<file path="src/rtl/sib_pkg.sv">
// Package for the sorted insert buffer: payload types, command and status codes.
package sib_pkg;

  // Input command codes
  localparam logic CMD_INSERT  = 1'b0;
  localparam logic CMD_READOUT = 1'b1;

  // Result status codes
  typedef enum logic [1:0] {
    ST_INSERTED = 2'd0,
    ST_FULL     = 2'd1,
    ST_EMPTY    = 2'd2,
    ST_ELEMENT  = 2'd3
  } status_t;

  // What every cell does in a cycle
  typedef enum logic [1:0] {
    CELL_HOLD   = 2'd0,
    CELL_INSERT = 2'd1,
    CELL_ROTATE = 2'd2
  } cell_op_t;

  typedef struct packed {
    cell_op_t           op;
    logic signed [31:0] new_value;
    logic signed [31:0] head_value;
  } cell_ctrl_t;

  typedef struct packed {
    logic               cmd;
    logic signed [31:0] value;
  } in_item_t;

  typedef struct packed {
    status_t            status;
    logic signed [31:0] out_value;
    logic               last;
  } out_item_t;

endpackage

</file>
<file path="src/rtl/sorted_insert_buffer.sv">
// Sorted insert buffer: ascending list of signed values kept in a chain of cells.
// Insert: one transaction per cycle while output is free; result registered on accept.
// Readout of n values: n results, one per cycle while output is free, each set by one
// chain rotation step; next transaction is taken after the final result is registered.
// Empty readout or full insert gives one result, registered on accept.
// Reset (synchronous) empties the list and clears the output valid flag.
module sorted_insert_buffer
  import sib_pkg::*;
#(
  parameter int DEPTH = 16
) (
  input  logic      clk,
  input  logic      rst,
  input  logic      in_valid,
  output logic      in_ready,
  input  in_item_t  in_item,
  output logic      out_valid,
  input  logic      out_ready,
  output out_item_t out_item
);

  localparam int CW = $clog2(DEPTH + 1);

  logic signed [31:0] cell_data  [DEPTH];
  logic               cell_valid [DEPTH];
  logic               cell_take  [DEPTH];
  cell_ctrl_t         ctrl;

  logic          busy;
  logic [CW-1:0] count;
  logic [CW-1:0] rd_left;
  logic          out_free;
  logic          accept;
  logic          full;
  logic          emit;

  assign out_free = !out_valid || out_ready;
  assign in_ready = !busy && out_free;
  assign accept   = in_valid && in_ready;
  assign full     = cell_valid[DEPTH-1];
  assign emit     = busy && out_free;

  // Chain control
  always_comb begin
    ctrl.new_value  = in_item.value;
    ctrl.head_value = cell_data[0];
    if (accept && in_item.cmd == CMD_INSERT && !full) begin
      ctrl.op = CELL_INSERT;
    end else if (emit) begin
      ctrl.op = CELL_ROTATE;
    end else begin
      ctrl.op = CELL_HOLD;
    end
  end

  // Row of cells
  for (genvar i = 0; i < DEPTH; i++) begin : g_cell
    logic               p_take;
    logic signed [31:0] p_data;
    logic               p_valid;
    logic signed [31:0] n_data;
    logic               n_valid;

    if (i == 0) begin : g_first
      assign p_take  = 1'b0;
      assign p_data  = '0;
      assign p_valid = 1'b0;
    end else begin : g_mid
      assign p_take  = cell_take[i-1];
      assign p_data  = cell_data[i-1];
      assign p_valid = cell_valid[i-1];
    end

    if (i == DEPTH - 1) begin : g_last
      assign n_data  = '0;
      assign n_valid = 1'b0;
    end else begin : g_inner
      assign n_data  = cell_data[i+1];
      assign n_valid = cell_valid[i+1];
    end

    sib_cell u_cell (
      .clk        (clk),
      .rst        (rst),
      .ctrl       (ctrl),
      .prev_take  (p_take),
      .prev_data  (p_data),
      .prev_valid (p_valid),
      .next_data  (n_data),
      .next_valid (n_valid),
      .data       (cell_data[i]),
      .valid      (cell_valid[i]),
      .take       (cell_take[i])
    );
  end

  // Sequencing: count, readout progress, output register valid
  always_ff @(posedge clk) begin
    if (rst) begin
      busy      <= 1'b0;
      count     <= '0;
      rd_left   <= '0;
      out_valid <= 1'b0;
    end else begin
      if (out_ready) begin
        out_valid <= 1'b0;
      end
      if (accept) begin
        out_valid <= 1'b1;
        if (in_item.cmd == CMD_INSERT) begin
          if (!full) begin
            count <= count + CW'(1);
          end
        end else if (count != '0) begin
          out_valid <= 1'b0;
          busy      <= 1'b1;
          rd_left   <= count;
        end
      end
      if (emit) begin
        out_valid <= 1'b1;
        rd_left   <= rd_left - CW'(1);
        if (rd_left == CW'(1)) begin
          busy <= 1'b0;
        end
      end
    end
  end

  // Output payload
  always_ff @(posedge clk) begin
    if (accept) begin
      out_item.out_value <= '0;
      out_item.last      <= 1'b1;
      if (in_item.cmd == CMD_INSERT) begin
        out_item.status <= full ? ST_FULL : ST_INSERTED;
      end else begin
        out_item.status <= ST_EMPTY;
      end
    end else if (emit) begin
      out_item.status    <= ST_ELEMENT;
      out_item.out_value <= cell_data[0];
      out_item.last      <= (rd_left == CW'(1));
    end
  end

endmodule

</file>
<file path="src/rtl/sib_cell.sv">
// One storage cell of the sorted chain: compares, shifts on insert, rotates on readout.
module sib_cell
  import sib_pkg::*;
(
  input  logic               clk,
  input  logic               rst,
  input  cell_ctrl_t         ctrl,
  input  logic               prev_take,
  input  logic signed [31:0] prev_data,
  input  logic               prev_valid,
  input  logic signed [31:0] next_data,
  input  logic               next_valid,
  output logic signed [31:0] data,
  output logic               valid,
  output logic               take
);

  logic               gt;
  logic signed [31:0] data_next;
  logic               valid_next;

  // Insert point is the first cell holding a larger value, or the first empty one
  assign gt   = valid && (data > ctrl.new_value);
  assign take = gt || !valid;

  always_comb begin
    data_next  = data;
    valid_next = valid;
    unique case (ctrl.op)
      CELL_INSERT: begin
        if (prev_take) begin
          data_next  = prev_data;
          valid_next = prev_valid;
        end else if (take) begin
          data_next  = ctrl.new_value;
          valid_next = 1'b1;
        end
      end
      CELL_ROTATE: begin
        // Tail of the list takes the old head; others take their right neighbor
        if (valid) begin
          data_next = next_valid ? next_data : ctrl.head_value;
        end
      end
      default: begin
        data_next  = data;
        valid_next = valid;
      end
    endcase
  end

  always_ff @(posedge clk) begin
    if (rst) begin
      valid <= 1'b0;
    end else begin
      valid <= valid_next;
    end
  end

  always_ff @(posedge clk) begin
    data <= data_next;
  end

endmodule
</file>
<file path="config.mk">
export PLATFORM = sky130hd
export DESIGN_NAME = sorted_insert_buffer
export DESIGN_NICKNAME = d
export VERILOG_FILES = /design/src/rtl/sib_pkg.sv /design/src/rtl/sorted_insert_buffer.sv /design/src/rtl/sib_cell.sv
export SDC_FILE = /design/constraint.sdc
export NUM_CORES = 2
export LEC_CHECK = 0
export BUFFER_PORTS_ARGS = -buffer_cell sky130_fd_sc_hd__buf_2
export CORE_ASPECT_RATIO = 1.25
export CORE_UTILIZATION = 40
export DETAILED_ROUTE_END_ITERATION = 6
export PLACE_DENSITY = 0.58
export SETUP_SLACK_MARGIN = 0.3
export SLEW_MARGIN = 0
export SYNTH_ARGS = -nofsm -noshare
export SYNTH_HDL_FRONTEND = slang
export SYNTH_SLANG_ARGS = --single-unit
</file>
<file path="constraint.sdc">
create_clock -name clk -period 6.8 [get_ports clk]
set_input_delay 1.36 -clock clk [delete_from_list [all_inputs] [get_ports clk]]
set_output_delay 1.36 -clock clk [all_outputs]
set_load 0.01 [all_outputs]
</file>
Yosys cells after proc, flatten, opt, wreduce, memory -nomap -nowiden
Index checks and enable logic that the tools add are counted.

Bits in latches: 0. Flip-flop bits (word level): 575. Output and inout bits: 37. Memory bits (read-only): 0. Bits of input ports: 37. RAM bits: 0. Memories kept: 0. Word-level logic and storage cells: 333.

Eq/ne operators: 35. Div/mod/pow operators: 0. Multiplexer cells: 128. Shift-type cells: 0. Reductions and logical operators: 111. Multiply operators: 0. Order comparisons: 16. Add/sub/neg operators: 2. Bitwise logic cells: 2.

Operators with widths (count): 32-bit 2-to-1 mux (62); 32-bit one-hot mux with 2 select lines (16); 32-bit greater-than comparator (16); 35-bit 2-to-1 mux (2); 3-bit AND reduction (17); 1-bit 2-to-1 mux (41); 3-bit by 1-bit != test with 1-bit output (second input constant) (13); 2-bit nonzero test (19); 2-bit by 1-bit != test with 1-bit output (second input constant) (17); 2-bit AND reduction (16); 1-bit logical AND (21); 5-bit 2-to-1 mux (4); 1-bit logical NOT (18); 1-bit logical OR (17); 2-bit 2-to-1 mux (3); 3-bit by 2-bit != test with 1-bit output (second input constant) (2); 5-bit by 1-bit adder with 5-bit output (second input constant) (1); 5-bit by 1-bit == test with 1-bit output (second input constant) (1); 5-bit nonzero test (1); 5-bit by 1-bit subtractor with 5-bit output (second input constant) (1); 4-bit AND reduction (1); 3-bit nonzero test (1); 2-bit by 1-bit == test with 1-bit output (second input constant) (1); 2-bit == test (second input constant) (1); 1-bit inverter (2).

Longest topological paths before layout
Depth in word-level cells: 10. Mapped depth: 12.

Cells and area by module
From an unflattened synthesis, not the netlist that was laid out.

Cell total of the unflattened synthesis: 5090. Area total of the unflattened synthesis: 46807.4 µm².

Modules (own cells, without submodules): sib_cell (g_cell[0].u_cell ...) (sequential area each 980.9 µm², times used 15, cells each 304, area an instance 2808.9 µm²); sib_cell (g_cell[9].u_cell) (sequential area each 980.9 µm², times used 1, cells each 303, area an instance 2808.9 µm²); sorted_insert_buffer (sequential area each 960.9 µm², times used 1, cells each 227, area an instance 1864.3 µm²).

Least setup slack after synthesis
OpenSTA, ideal clock, no wires.

Path kind: input to register. Start: input in_item[15] (netlist name). End: register g_cell[8].u_cell.data[0] (enable). Stages: 12. Setup time: 0.430 ns. Path buffers: 2. Data required time: 6.370 ns. Path slack: 1.424 ns. Arrival: 4.946 ns. Cell sequence: inv_1 -> ha_1 -> nand4_1 -> or4_1 -> a21oi_1 -> o32a_1 -> nor2_1 -> o21ai_2 -> buf_4 -> buf_4 -> nor2_1 -> o2bb2ai_1.

Longest elaborated chain between the ends: 5.

RTL lines: start: declaration (RTL line sorted_insert_buffer.sv:16) `input in_item_t in_item,`; 32-bit greater-than comparator (RTL line sib_cell.sv:23) `assign gt = valid && (data > ctrl.new_value);`; 1-bit logical AND (RTL line sib_cell.sv:23); 1-bit logical OR (RTL line sib_cell.sv:24) `assign take = gt || !valid;`; 3-bit by 1-bit != test with 1-bit output (no source line) (*); 3-bit AND reduction (no source line) (*); end signal: assignment (RTL line sib_cell.sv:61) `data <= data_next;`; end: declaration (RTL line sib_cell.sv:13) `output logic signed [31:0] data,`.

Mark *: on every way between the ends. The rest lies on a longest branch, timed or not. A chain may end at the register's enable or synchronous reset.

Worst setup path after layout
Start: input in_item[26] (netlist name). End: register g_cell[11].u_cell.data[9] (enable).

Longest elaborated chain between the ends: 5.

RTL lines (RTL line): 32-bit greater-than comparator (sib_cell.sv:23); 1-bit logical AND (sib_cell.sv:23); 1-bit logical OR (sib_cell.sv:24); 3-bit by 1-bit != test with 1-bit output (no source line) (*); 3-bit AND reduction (no source line) (*); end signal: assignment (sib_cell.sv:61); end: declaration (sib_cell.sv:13).

Marks and branches as above.

==> results.py <==
metrics = {
    "logic_synthesis": {
        "synth-seq-area-share_pct": 40.3,
        "yosys_most_used_dff": "sky130_fd_sc_hd__edfxtp_1",
        "postSynthAreaPerCell_um2": 10.3,
        "syn_area_mm2": 0.0414,
        "synth_top_cells_by_area": "sky130_fd_sc_hd__edfxtp_1 37%, sky130_fd_sc_hd__ha_1 15%, sky130_fd_sc_hd__mux2i_1 10%",
        "yosys.area.top_type": "sky130_fd_sc_hd__edfxtp_1",
        "count_of_mapped_cells_out_of_synthesis": 4029,
        "synth-edff-count": 514,
        "synth.top_cell.area_share_pct": 37.3,
        "count_of_unique_library_cells_instantiated_by_yosys": 57,
        "postSynthRegisterBits": 575,
        "synthArstFlopShare_pct": 0,
        "synth.yosys.warnings": 0,
        "syn-num-nets": 4550,
    },
    "flow_run": {
        "maxCapViolCount": 0,
    },
    "placed_design": {
        "post_dp_cell_area_mm2": 0.0427,
        "placement.setup.worst_slack_ns": 1.18,
        "post-dp-hpwl_um": 98200,
        "gp_congestion": 0.914,
        "placed_cells": 5162,
        "io_buffer_count": 73,
    },
    "global_routing": {
        "grt_pass1_wl_um": 207000,
        "grt_max_degree": 212,
        "via_count_of_the_first_global_routing_pass": 33100,
        "gr-usage-all-layers_pct": 25.4,
        "antenna_found_initial": 0,
        "overflow": 0,
    },
    "critical_path": {
        "timing.critical_path.from_type": "input pin",
        "timing.rr.end": "g_cell[1].u_cell.data[30]",
        "worst_ep_required_time_ns": 7.09,
        "timing_worst_setup_path_type": "input pin to flip-flop",
        "rrSetupSlack_ns": 2.66,
        "timing.critical_path.fanout_max": 32,
        "worstPathArrival_ns": 5.26,
        "cp-end-kind": "flip-flop",
        "reg2reg_depth": 11,
        "worstReg2RegStart": "g_cell[1].u_cell.data[26]",
    },
    "layout": {
        "design.final.nets": 4423,
        "antenna_cells_inserted": 0,
        "filler_cell_count": 9802,
        "flow.area_growth_from_synthesis_pct": 8.46,
        "final-instance-count-excl-fill": 5286,
        "post-route-util_pct": 43.9,
        "final_area_mm2": 0.0449,
        "drive_gt1_share_pct": 7.36,
    },
    "sta": {
        "worst-slew-pin-transition_ns": 0.949,
        "final-setup-viol-count": 0,
        "finalClockSkew_ns": 0.0238,
        "achievable-frequency_mhz": 201,
        "finalCritPeriodShare_pct": 73.1,
        "maxSlewViolCount": 0,
        "setup_slack_ns": 1.83,
        "setup-tns-final_ns": 0,
        "rsz0062_at_grt": "no",
        "timing.final.crit_period_ns": 4.97,
        "worst_slew_margin_rel_pct": 36.2,
        "hold_viol": 0,
        "worst_hold_slack_ns": 0.454,
    },
    "floorplan": {
        "std_cell_rows": 131,
        "fp.dieArea_mm2": 0.105,
        "die_height_um": 361,
        "core_area_mm2": 0.102,
        "pin_count": 74,
        "dieWidth_um": 290,
        "effective_utilization_at_floorplan_pct": 40.4,
    },
    "power_and_ir_drop": {
        "p_per_area_mw_per_mm2": 210,
        "fin_total_pwr_mw": 9.43,
        "leakage_power_nw": 16.4,
        "irDropWorstVdd_uv": 162,
    },
    "worst_hold_path": {
        "worstHoldPathType": "flip-flop to flip-flop",
        "hold-path-endpoint": "rd_left[4]",
        "whs_path_depth": 2,
        "timing.hold.worst.start": "rd_left[4]",
    },
    "drt": {
        "drtIter0Drc": 3384,
        "drt_pass1_iterations": 5,
        "post_drt_wl_per_cell_um": 25.5,
        "drt-vias-per-instance": 6.47,
        "detail_route.wirelength_um": 135000,
        "route.detailed.drc": 0,
        "route.vias.total": 34200,
        "final_antenna_net_count": 0,
    },
    "clock_network": {
        "cts_hold_repair.buffers": 0,
        "cts_buffers": 68,
        "post_cts_resize_count": 0,
        "clock_insertion_delay_worst_skew_ns": 0.65,
        "clock_tree.root_cell": "sky130_fd_sc_hd__clkbuf_16",
        "cts_max_level": 3,
        "cts.repair_timing.setup_buffer_count": 0,
        "tritoncts_num_sinks": 575,
        "cts_tree": "built",
        "clk_path_buf_depth": 3,
        "worst_setup_hold_path_clk_slew_ns": 0.06,
    },
    "status": {
        "status": "finished, final reports clean",
    },
}
## cell usage after synthesis, types with 59 or more instances
| cell | n |
|---|---|
| sky130_fd_sc_hd__a21oi_1 | 280 |
| sky130_fd_sc_hd__clkbuf_1 | 228 |
| sky130_fd_sc_hd__dfxtp_1 | 61 |
| sky130_fd_sc_hd__edfxtp_1 | 514 |
| sky130_fd_sc_hd__ha_1 | 484 |
| sky130_fd_sc_hd__inv_1 | 66 |
| sky130_fd_sc_hd__mux2i_1 | 416 |
| sky130_fd_sc_hd__nand2_1 | 365 |
| sky130_fd_sc_hd__nand3_1 | 524 |
| sky130_fd_sc_hd__nand4_1 | 89 |
| sky130_fd_sc_hd__nor2_1 | 64 |
| sky130_fd_sc_hd__o211ai_1 | 59 |
| sky130_fd_sc_hd__o21ai_0 | 60 |
| sky130_fd_sc_hd__o221ai_1 | 416 |
## cell usage in the layout (no fill, tap or decap), types with 13 or more instances in the layout
cell type / instances
sky130_fd_sc_hd__a21o_1: 21
sky130_fd_sc_hd__mux2i_1: 416
sky130_fd_sc_hd__nand3_1: 524
sky130_fd_sc_hd__ha_1: 484
sky130_fd_sc_hd__nor2b_1: 19
sky130_fd_sc_hd__nand2_1: 364
sky130_fd_sc_hd__and4_1: 13
sky130_fd_sc_hd__nor2_1: 64
sky130_fd_sc_hd__inv_1: 66
sky130_fd_sc_hd__o211ai_1: 59
sky130_fd_sc_hd__a211oi_1: 33
sky130_fd_sc_hd__nand4_1: 89
sky130_fd_sc_hd__nor3_1: 19
sky130_fd_sc_hd__buf_4: 79
sky130_fd_sc_hd__clkbuf_1: 15
sky130_fd_sc_hd__edfxtp_1: 514
sky130_fd_sc_hd__clkinv_1: 14
sky130_fd_sc_hd__dfxtp_2: 13
sky130_fd_sc_hd__dfxtp_1: 48
sky130_fd_sc_hd__buf_2: 73
sky130_fd_sc_hd__o21ai_0: 60
sky130_fd_sc_hd__nor4_1: 17
sky130_fd_sc_hd__o221ai_1: 416
sky130_fd_sc_hd__clkbuf_16: 71
sky130_fd_sc_hd__o22ai_1: 32
sky130_fd_sc_hd__a21oi_1: 278
## registers in the layout, summed over array words and instances, names as in the netlist
name	cells
busy	1
count	5
g_cell.u_cell.data	512
g_cell.u_cell.valid	16
out_item	35
out_valid	1
rd_left	5
## cell type report
class	count	area [µm²]	area share, %
clock buffers	90	1890	4.21
clock inverters	34	263	0.586
inverters	66	248	0.552
multi-input cells	3032	23000	51.3
flip-flops and latches	575	16700	37.2
well taps	1330	1660	3.71
repair buffers	159	1100	2.45
## kinds of logic after synthesis
kind of cell	count (synthesis)	share of synthesized area (%)
xor gates and xnor gates	4	0.0847
and+or+nand+nor	1146	13.2
DFF	575	40.3
adders and majority gates	484	14.6
buffers and inverters	422	4.62
muxes	416	10.1
AOI/OAI and AO/OA	982	17.1
## worst max-delay path, cell delays in order
cell	delay, ns
sky130_fd_sc_hd__buf_2	0.11
sky130_fd_sc_hd__inv_1	0.54
sky130_fd_sc_hd__buf_4	0.25
sky130_fd_sc_hd__ha_1	0.16
sky130_fd_sc_hd__nand4_1	0.17
sky130_fd_sc_hd__nor4_1	0.64
sky130_fd_sc_hd__a211oi_1	0.23
sky130_fd_sc_hd__o211ai_1	0.25
sky130_fd_sc_hd__a21oi_1	0.13
sky130_fd_sc_hd__o21ai_4	0.71
sky130_fd_sc_hd__o21ai_1	0.15
sky130_fd_sc_hd__nand2_1	0.09
sky130_fd_sc_hd__buf_4	0.42
## layer usage
metal	part of all wire, %	vias to the layer above	wire [µm]	track usage (%)
met1	43	16900	57400	33.9
li1	-	15900	-	-
met5	0	-	0	0
met4	4.1	0	5590	11.4
met3	5.7	214	7660	2.57
met2	48	1240	64100	41.5
## worst max-delay path by stage
| stage | slack, ns | start | to | cells past startpoint |
|---|---|---|---|---|
| finish | 1.83 | in_item[26] | g_cell[11].u_cell.data[9] | 13 |
| global route | 1.64 | in_item[15] | g_cell[12].u_cell.data[11] | 13 |
| CTS | 1.87 | in_item[26] | g_cell[11].u_cell.data[4] | 13 |
| detailed placement | 1.18 | in_item[15] | g_cell[11].u_cell.data[8] | 13 |
| global placement | 1.17 | in_item[15] | g_cell[11].u_cell.data[8] | 13 |
| floorplan | 1.42 | in_item[15] | g_cell[8].u_cell.data[0] | 12 |
## power breakdown
| part | switching (mW) | internal, mW | total, mW |
|---|---|---|---|
| Clock | 1.61 | 2.08 | 3.69 |
| Combinational | 0.909 | 0.508 | 1.42 |
| Sequential | 0.222 | 4.10 | 4.32 |
| Total | 2.75 | 6.68 | 9.43 |
(Power assumes the default switching activity.)
